## config.mk

```make
export PLATFORM = sky130hd
export DESIGN_NAME = shortest_remaining_ready_queue_unit
export DESIGN_NICKNAME = d
export VERILOG_FILES = /design/src/hdl/srrq_pkg.sv /design/src/hdl/shortest_remaining_ready_queue_unit.sv /design/src/hdl/srrq_mem.sv /design/src/hdl/srrq_ctrl.sv
export SDC_FILE = /design/constraint.sdc
export NUM_CORES = 2
export LEC_CHECK = 0
export BUFFER_PORTS_ARGS = -buffer_cell sky130_fd_sc_hd__buf_2
export CAP_MARGIN = 20
export CORE_ASPECT_RATIO = 1.4
export CORE_MARGIN = 3
export CORE_UTILIZATION = 62
export DETAILED_ROUTE_END_ITERATION = 16
export HOLD_SLACK_MARGIN = 0.12
export PLACE_DENSITY = 0.79
export SETUP_SLACK_MARGIN = 0.1
export SYNTH_ARGS = -nofsm -noshare
export SYNTH_HDL_FRONTEND = slang
export SYNTH_SLANG_ARGS = --single-unit
```

## constraint.sdc

```tcl
create_clock -name clk -period 6.1 [get_ports clk]
set_input_delay 0.61 -clock clk [delete_from_list [all_inputs] [get_ports clk]]
set_output_delay 0.61 -clock clk [all_outputs]
set_load 0.005 [all_outputs]
```

## src/hdl/srrq_pkg.sv

```systemverilog
package srrq_pkg;

    localparam int QUEUE_DEPTH = 16;
    localparam int IDX_W       = (QUEUE_DEPTH > 1) ? $clog2(QUEUE_DEPTH) : 1;
    localparam int CNT_W       = $clog2(QUEUE_DEPTH + 1);

    localparam logic MODE_PUSH = 1'b0;
    localparam logic MODE_POP  = 1'b1;

    typedef enum logic [1:0] {
        STATUS_OK    = 2'd0,
        STATUS_FULL  = 2'd1,
        STATUS_EMPTY = 2'd2
    } status_t;

    typedef struct packed {
        logic        mode;
        logic [15:0] proc_id;
        logic [15:0] remaining;
        logic [15:0] arrival;
        logic [7:0]  label;
        logic [15:0] exec_time;
    } in_item_t;

    typedef struct packed {
        logic [1:0]  status;
        logic        empty_res;
        logic [4:0]  count;
        logic [15:0] head_id;
        logic [15:0] head_remaining;
        logic [15:0] head_arrival;
        logic [7:0]  head_label;
        logic [15:0] head_exec;
    } out_item_t;

    // sort key is {remaining, proc_id}, compared as one unsigned word
    typedef struct packed {
        logic [15:0] remaining;
        logic [15:0] proc_id;
        logic [15:0] arrival;
        logic [7:0]  label;
        logic [15:0] exec_time;
    } entry_t;

    typedef struct packed {
        logic             we;
        logic [IDX_W-1:0] waddr;
        entry_t           wdata;
        logic             re;
        logic [IDX_W-1:0] raddr;
    } mem_req_t;

    typedef enum logic [2:0] {
        SEQ_IDLE,
        SEQ_SCAN_RD,
        SEQ_SCAN_CMP,
        SEQ_HEAD_RD,
        SEQ_DONE
    } seq_state_t;

endpackage

```

## src/hdl/shortest_remaining_ready_queue_unit.sv

```systemverilog
// Channel   Handshake            Payload
// input     in_valid/in_ready    in_data  (in_item_t)
// output    out_valid/out_ready  out_data (out_item_t)
//
// Entries live in a ring buffer; one comparator and one memory walk a push
// back from the tail, one entry moved per SCAN_RD/SCAN_CMP pass. Pop and full-push
// go IDLE, HEAD_RD, DONE; a push loops SCAN_RD/SCAN_CMP over the entries above
// the new key, then writes it and goes on to HEAD_RD and DONE.
// rst_n (async, active low) empties the queue; no clearing pass is needed.
// A result waits in the output register; a new transaction is taken meanwhile
// but its result is held back until that register frees up.
module shortest_remaining_ready_queue_unit
    import srrq_pkg::*;
(
    input  logic      clk,
    input  logic      rst_n,
    input  logic      in_valid,
    output logic      in_ready,
    input  in_item_t  in_data,
    output logic      out_valid,
    input  logic      out_ready,
    output out_item_t out_data
);

    logic      out_valid_reg, out_valid_next;
    out_item_t out_data_reg;
    logic      result_ready;
    logic      result_valid;
    out_item_t result;
    mem_req_t  mem_req;
    entry_t    mem_rd_data;

    srrq_ctrl u_ctrl (
        .clk          (clk),
        .rst_n        (rst_n),
        .in_valid     (in_valid),
        .in_ready     (in_ready),
        .in_data      (in_data),
        .result_ready (result_ready),
        .result_valid (result_valid),
        .result       (result),
        .mem_req      (mem_req),
        .mem_rd_data  (mem_rd_data)
    );

    srrq_mem u_mem (
        .clk     (clk),
        .req     (mem_req),
        .rd_data (mem_rd_data)
    );

    assign result_ready = !out_valid_reg || out_ready;

    always_comb
    begin
        out_valid_next = out_valid_reg;
        if (result_valid && result_ready)
            out_valid_next = 1'b1;
        else if (out_ready)
            out_valid_next = 1'b0;
    end

    always_ff @(posedge clk or negedge rst_n)
    begin
        if (!rst_n)
            out_valid_reg <= 1'b0;
        else
            out_valid_reg <= out_valid_next;
    end

    always_ff @(posedge clk)
    begin
        if (result_valid && result_ready)
            out_data_reg <= result;
    end

    assign out_valid = out_valid_reg;
    assign out_data  = out_data_reg;

endmodule

```

## src/hdl/srrq_mem.sv

```systemverilog
module srrq_mem
    import srrq_pkg::*;
(
    input  logic     clk,
    input  mem_req_t req,
    output entry_t   rd_data
);

    entry_t mem [QUEUE_DEPTH];
    entry_t rd_data_reg;

    always_ff @(posedge clk)
    begin
        if (req.we)
        begin
            mem[req.waddr] <= req.wdata;
        end
        if (req.re)
        begin
            rd_data_reg <= mem[req.raddr];
        end
    end

    assign rd_data = rd_data_reg;

endmodule

```

## src/hdl/srrq_ctrl.sv

```systemverilog
module srrq_ctrl
    import srrq_pkg::*;
(
    input  logic      clk,
    input  logic      rst_n,
    input  logic      in_valid,
    output logic      in_ready,
    input  in_item_t  in_data,
    input  logic      result_ready,
    output logic      result_valid,
    output out_item_t result,
    output mem_req_t  mem_req,
    input  entry_t    mem_rd_data
);

    seq_state_t       state_reg, state_next;
    logic [IDX_W-1:0] head_reg, head_next;
    logic [CNT_W-1:0] count_reg, count_next;
    logic [IDX_W-1:0] pos_reg, pos_next;
    entry_t           new_reg, new_next;
    status_t          status_reg, status_next;

    logic             accept;
    logic             queue_empty;
    logic             queue_full;
    logic             entry_greater;

    // logical position -> physical slot of the ring
    function automatic logic [IDX_W-1:0] phys_addr(input logic [IDX_W-1:0] head,
                                                   input logic [IDX_W-1:0] lpos);
        logic [IDX_W:0] sum;
        sum = {1'b0, head} + {1'b0, lpos};
        if (sum >= (IDX_W+1)'(QUEUE_DEPTH))
        begin
            sum = sum - (IDX_W+1)'(QUEUE_DEPTH);
        end
        return sum[IDX_W-1:0];
    endfunction

    assign accept        = in_valid && in_ready;
    assign queue_empty   = (count_reg == '0);
    assign queue_full    = (count_reg == CNT_W'(QUEUE_DEPTH));
    // the one comparator: held entry strictly above the new key moves up a slot
    assign entry_greater = {mem_rd_data.remaining, mem_rd_data.proc_id} >
                           {new_reg.remaining, new_reg.proc_id};

    always_ff @(posedge clk or negedge rst_n)
    begin
        if (!rst_n)
        begin
            state_reg  <= SEQ_IDLE;
            head_reg   <= '0;
            count_reg  <= '0;
            pos_reg    <= '0;
            status_reg <= STATUS_OK;
        end
        else
        begin
            state_reg  <= state_next;
            head_reg   <= head_next;
            count_reg  <= count_next;
            pos_reg    <= pos_next;
            status_reg <= status_next;
        end
    end

    always_ff @(posedge clk)
    begin
        new_reg <= new_next;
    end

    always_comb
    begin
        state_next = state_reg;
        unique case (state_reg)
            SEQ_IDLE:
            begin
                if (accept)
                begin
                    if (in_data.mode == MODE_PUSH && !queue_full)
                        state_next = SEQ_SCAN_RD;
                    else
                        state_next = SEQ_HEAD_RD;
                end
            end
            SEQ_SCAN_RD:
            begin
                if (pos_reg == '0)
                    state_next = SEQ_HEAD_RD;
                else
                    state_next = SEQ_SCAN_CMP;
            end
            SEQ_SCAN_CMP:
            begin
                if (entry_greater)
                    state_next = SEQ_SCAN_RD;
                else
                    state_next = SEQ_HEAD_RD;
            end
            SEQ_HEAD_RD:
            begin
                state_next = SEQ_DONE;
            end
            SEQ_DONE:
            begin
                if (result_ready)
                    state_next = SEQ_IDLE;
            end
            default:
            begin
                state_next = SEQ_IDLE;
            end
        endcase
    end

    always_comb
    begin
        in_ready      = 1'b0;
        result_valid  = 1'b0;
        head_next     = head_reg;
        count_next    = count_reg;
        pos_next      = pos_reg;
        new_next      = new_reg;
        status_next   = status_reg;
        mem_req.we    = 1'b0;
        mem_req.waddr = phys_addr(head_reg, pos_reg);
        mem_req.wdata = new_reg;
        mem_req.re    = 1'b0;
        mem_req.raddr = head_reg;

        unique case (state_reg)
            SEQ_IDLE:
            begin
                in_ready = 1'b1;
                if (in_valid)
                begin
                    status_next = STATUS_OK;
                    new_next    = '{remaining: in_data.remaining,
                                    proc_id:   in_data.proc_id,
                                    arrival:   in_data.arrival,
                                    label:     in_data.label,
                                    exec_time: in_data.exec_time};
                    if (in_data.mode == MODE_POP)
                    begin
                        if (queue_empty)
                        begin
                            status_next = STATUS_EMPTY;
                        end
                        else
                        begin
                            head_next  = phys_addr(head_reg, IDX_W'(1));
                            count_next = count_reg - CNT_W'(1);
                        end
                    end
                    else if (queue_full)
                    begin
                        status_next = STATUS_FULL;
                    end
                    else
                    begin
                        pos_next = count_reg[IDX_W-1:0];
                    end
                end
            end
            SEQ_SCAN_RD:
            begin
                if (pos_reg == '0)
                begin
                    mem_req.we = 1'b1;
                    count_next = count_reg + CNT_W'(1);
                end
                else
                begin
                    mem_req.re    = 1'b1;
                    mem_req.raddr = phys_addr(head_reg, pos_reg - IDX_W'(1));
                end
            end
            SEQ_SCAN_CMP:
            begin
                mem_req.we = 1'b1;
                if (entry_greater)
                begin
                    mem_req.wdata = mem_rd_data;
                    pos_next      = pos_reg - IDX_W'(1);
                end
                else
                begin
                    count_next = count_reg + CNT_W'(1);
                end
            end
            SEQ_HEAD_RD:
            begin
                mem_req.re = 1'b1;
            end
            SEQ_DONE:
            begin
                result_valid = 1'b1;
            end
            default:
            begin
            end
        endcase
    end

    always_comb
    begin
        result.status    = status_reg;
        result.empty_res = queue_empty;
        result.count     = 5'(count_reg);
        if (queue_empty)
        begin
            result.head_id        = '0;
            result.head_remaining = '0;
            result.head_arrival   = '0;
            result.head_label     = '0;
            result.head_exec      = '0;
        end
        else
        begin
            result.head_id        = mem_rd_data.proc_id;
            result.head_remaining = mem_rd_data.remaining;
            result.head_arrival   = mem_rd_data.arrival;
            result.head_label     = mem_rd_data.label;
            result.head_exec      = mem_rd_data.exec_time;
        end
    end

endmodule
```

==> summary.txt <==
Power and ir drop
  – Pleak: ~21 nW
  – Int Pwr: about 0.023 W
  – NetSw: approximately 0.014 W
  – Seq pwr share: 39.2%
  – Power density cells: between 500 and 600 mW/mm^2
  – Clock power share: 21.3%
  – Comb power frac: roughly 40%
  – Pwr Total: ~0.037 W
  – Switch share: approximately 37%
  – VDD IR max: about 0.00073 V

Detailed routing
  – DR WL met3: ~14000 um
  – Final ANT Viol Nets: 0
  – DR top layer: met5
  – Vias after detailed routing: 32600
  – DRC Markers: 0
  – Total wire length: 139000 um
  – Wire per inst: 29.4 um
  – Vias per Instance: roughly 6.9
  – Drt pass-1 iters: 5
  – Initial detailed-routing violation count: 4227
  – Met2 wire length: ~68000 um
  – Met1 wire length: about 52000 um

Global route
  – GRT Overall Usage: 29.5%
  – Initial antenna violation count: 2
  – Largest net degree at the start of global routing: 217
  – Vias in the first global route: 32300
  – First-pass GRT wire length: 204000 um
  – Remaining Overflow, GRT: 0

Floorplan
  – # IOs: around 160
  – Die Ht: between 300 and 400 um
  – Area of the core: between 0.08 and 0.09 sq mm
  – Starting Density: between 60% and 70%
  – Die X: about 260 um
  – # rows: approximately 130
  – Die area: 0.0933 sq mm

Worst setup path
  – Slowest cell on crit path: mux2_4
  – Worst setup path class: reg -> reg
  – Crit path cell chain: inv_1 -> ha_1 -> nor3b_2 -> or2_1 -> mux2_4 -> buf_4 -> a211oi_1 -> a2111oi_0 -> mux2_2
  – FF-to-FF path depth: 9
  – Critical Path Max Stage Delay: 1.06 ns
  – Startpoint types: flip-flop
  – R2R Setup Slk: ~1.7 ns
  – Worst reg2reg endpoint: u_mem.rd_data[16]
  – Max FO, Critical Path: 50
  – Crit end category: flip-flop
  – CP Data Arrival Time: between 5 and 6 ns
  – Reg2reg start: u_ctrl.pos_reg[0]
  – Req. time, crit path: 6.68 ns

Yosys
  – Net count after synthesis: about 3400
  – Yosys warnings: 0
  – Cells after Synth: around 3300
  – Avg Cell Area, Syn: between 15 and 20 sq um
  – Cell variety after synth: 53
  – Sequential area share after synthesis: 75.2%
  – Flops & latches, synth: ~1400
  – Post-synth EDFFs: roughly 1400
  – Synth Flop Type: edfxtp_1
  – Mapped cell area: ~0.056 sq mm
  – Asr flop ratio synth: under 10%

Timing
  – Hold Slack: 0.206 ns
  – Max Clock Skew: approximately 0.025 ns
  – Max_slew headroom: a little over 20%
  – Final setup fails: 0
  – Hold Violations, Final: 0
  – Slew @ Worst Pin: roughly 1.2 ns
  – Shortest clock period the worst path allows after layout: 4.43 ns
  – Peak Freq: about 230 MHz
  – Max-slew violation count: 0
  – Setup TNS: 0 ns
  – Fin crit share: 72.7%
  – RSZ-0062 raised after global routing: no

Cells and area
  – Layout Nets: around 3600
  – Sequential cell area: roughly 0.042 sq mm
  – Share of layout cells above drive strength 1: about 17%
  – Multi-input logic area: roughly 0.013 sq mm
  – Final Cell Area: between 0.06 and 0.07 sq mm
  – Area growth from synthesis to layout: 12.5%
  – Fillers: between 5000 and 6000
  – Max FFs per register: about 1200

Worst hold path
  – Hold-critical path depth: 3
  – Path category of the worst min-delay check: in -> reg
  – Hold worst-path end: out_valid
  – Worst Hold Launch: out_ready

Flow run
  – MaxCap Viol Count: 0

Clocking
  – Clock Path Buffers: 3
  – Clk sink count: ~1400
  – CTS tree: built
  – CTS Buf Count: 120
  – # resized after CTS: 0
  – Htree depth: 3
  – Root Driver: clkbuf_16
  – Worst-path clk slew: ~0.070 ns
  – Clock latency on the worst-skew pair: between 0.7 and 0.8 ns

Placed design
  – Routability cong.: 0.783
  – Detail Placement HPWL: about 67000 um
  – PortBufs: ~160
  – Cell Area, Placed: slightly below 0.06 sq mm

Outcome
  – Result of the run: finished, final reports clean
## cells in the mapped netlist, drive strengths merged, types with 8 or more instances
cell / instances / share of area, %
and3: 434 / 4.9
nand2: 26 / 0.19
mux2i: 149 / 2.7
dfrtp: 19 / 0.86
xnor2: 13 / 0.20
nor2: 25 / 0.17
ha: 43 / 0.97
nand4: 9 / 0.10
edfxtp: 1376 / 74
a211oi: 432 / 5.8
clkbuf: 147 / 0.99
mux2: 154 / 3.1
o21ai: 10 / 0.097
nand2b: 8 / 0.090
inv: 41 / 0.28
buf: 95 / 1.0
nor2b: 78 / 0.88
a21oi: 25 / 0.23
a2111oi: 144 / 2.3
## power groups by stage
stage | Clock (W) | Sequential, W | Combinational, W
final | 0.00781 | 0.0144 | 0.0145
after CTS | 0.00785 | 0.0144 | 0.0143
after detailed placement | 0 | 0.0145 | 0.0141
after global routing | 0.00826 | 0.0145 | 0.0154
after global placement | 0 | 0.0145 | 0.0135
after floorplan | 0 | 0.0143 | 0.00963
## how the worst max path moves through the flow
stage / start / cells after the start / end / slack, ns
2_1_floorplan: u_ctrl.pos_reg[0] / 8 / u_mem.mem[13][0] / 0.66
3_3_place_gp: u_ctrl.pos_reg[0] / 9 / u_mem.rd_data[60] / 1.76
3_5_place_dp: u_ctrl.pos_reg[0] / 9 / u_mem.rd_data[43] / 1.79
4_1_cts: u_ctrl.pos_reg[0] / 9 / u_mem.rd_data[43] / 1.73
5_1_grt: u_ctrl.pos_reg[0] / 9 / u_mem.rd_data[43] / 1.57
6_report: u_ctrl.pos_reg[0] / 9 / u_mem.rd_data[16] / 1.67
## worst max-delay path: cells and delay by family, from the launching register on
| family | cells | cell delay (ns) |
|---|---|---|
| DFF | 1 | 0.43 |
| adders and majority gates | 1 | 0.20 |
| buffers and inverters | 2 | 0.51 |
| and+or+nand+nor | 2 | 1.02 |
| muxes | 2 | 1.35 |
| AOI/OAI and AO/OA | 2 | 0.76 |
## area by class of cell
class / instances / share of cell area, %
Antenna cell: 2 / 0.00800
Clock buffer: 135 / 5.02
Clock inverter: 89 / 1.46
Inverter: 41 / 0.250
Multi-Input combinational cell: 1601 / 20.3
Sequential cell: 1395 / 66.8
Tap cell: 1179 / 2.36
Timing Repair Buffer: 299 / 3.72
## metrics by stage
stage | utilization, % | worst slack [ns] | std cells
global route | 70.6 | 1.57 | 4739
CTS | 70.5 | 1.73 | 4738
finish | 70.6 | 1.67 | 4741
floorplan | - | 0.659 | 3279
global placement | 65.1 | 1.76 | 4439
detailed placement | 65.1 | 1.79 | 4440
## logic make-up after synthesis
kind of cell / after synthesis / synth area share (%)
AO/OA/AOI/OAI: 630 / 8.72
XOR/XNOR: 18 / 0.284
adder cells (fa/ha/maj): 46 / 1.08
buffers and inverters: 283 / 2.28
flip-flops: 1395 / 75.2
multiplexers: 303 / 5.85
AND/OR/NAND/NOR: 604 / 6.61
## layer usage
metal	global-route usage (%)	vias up
met5	0	-
met4	11.7	4
met3	4.55	345
met2	48.1	2109
met1	40.6	16400
li1	-	13700
## cell usage in the layout (no fill, tap or decap), drive strengths merged, types with 4 or more instances in the layout
cell type    netlist  final
a2111oi          144    144
a211oi           432    432
a21o               4      4
a21oi             25     25
and3             434    434
buf               95    225
bufinv             0     17
clkbuf           147    135
clkinv             0     61
clkinvlp           0      7
dfrtp             19     19
dlygate4sd3        0     74
edfxtp          1376   1376
ha                43     43
inv               41     45
mux2             154    154
mux2i            149    149
nand2             26     26
nand2b             8      8
nand4              9      9
nor2              25     25
nor2b             78     78
nor3               4      4
nor4               4      4
o21ai             10     10
xnor2             13     13
xor2               5      5
## timing repair
| action | CTS | global route |
|---|---|---|
| hold buffers | 74 | 0 |
| endpoints found under the hold margin | 92 | 0 |
| setup buffers | 0 | 0 |
| setup endpoints to repair | 0 | 0 |
Power figures use the tool's default switching activity.
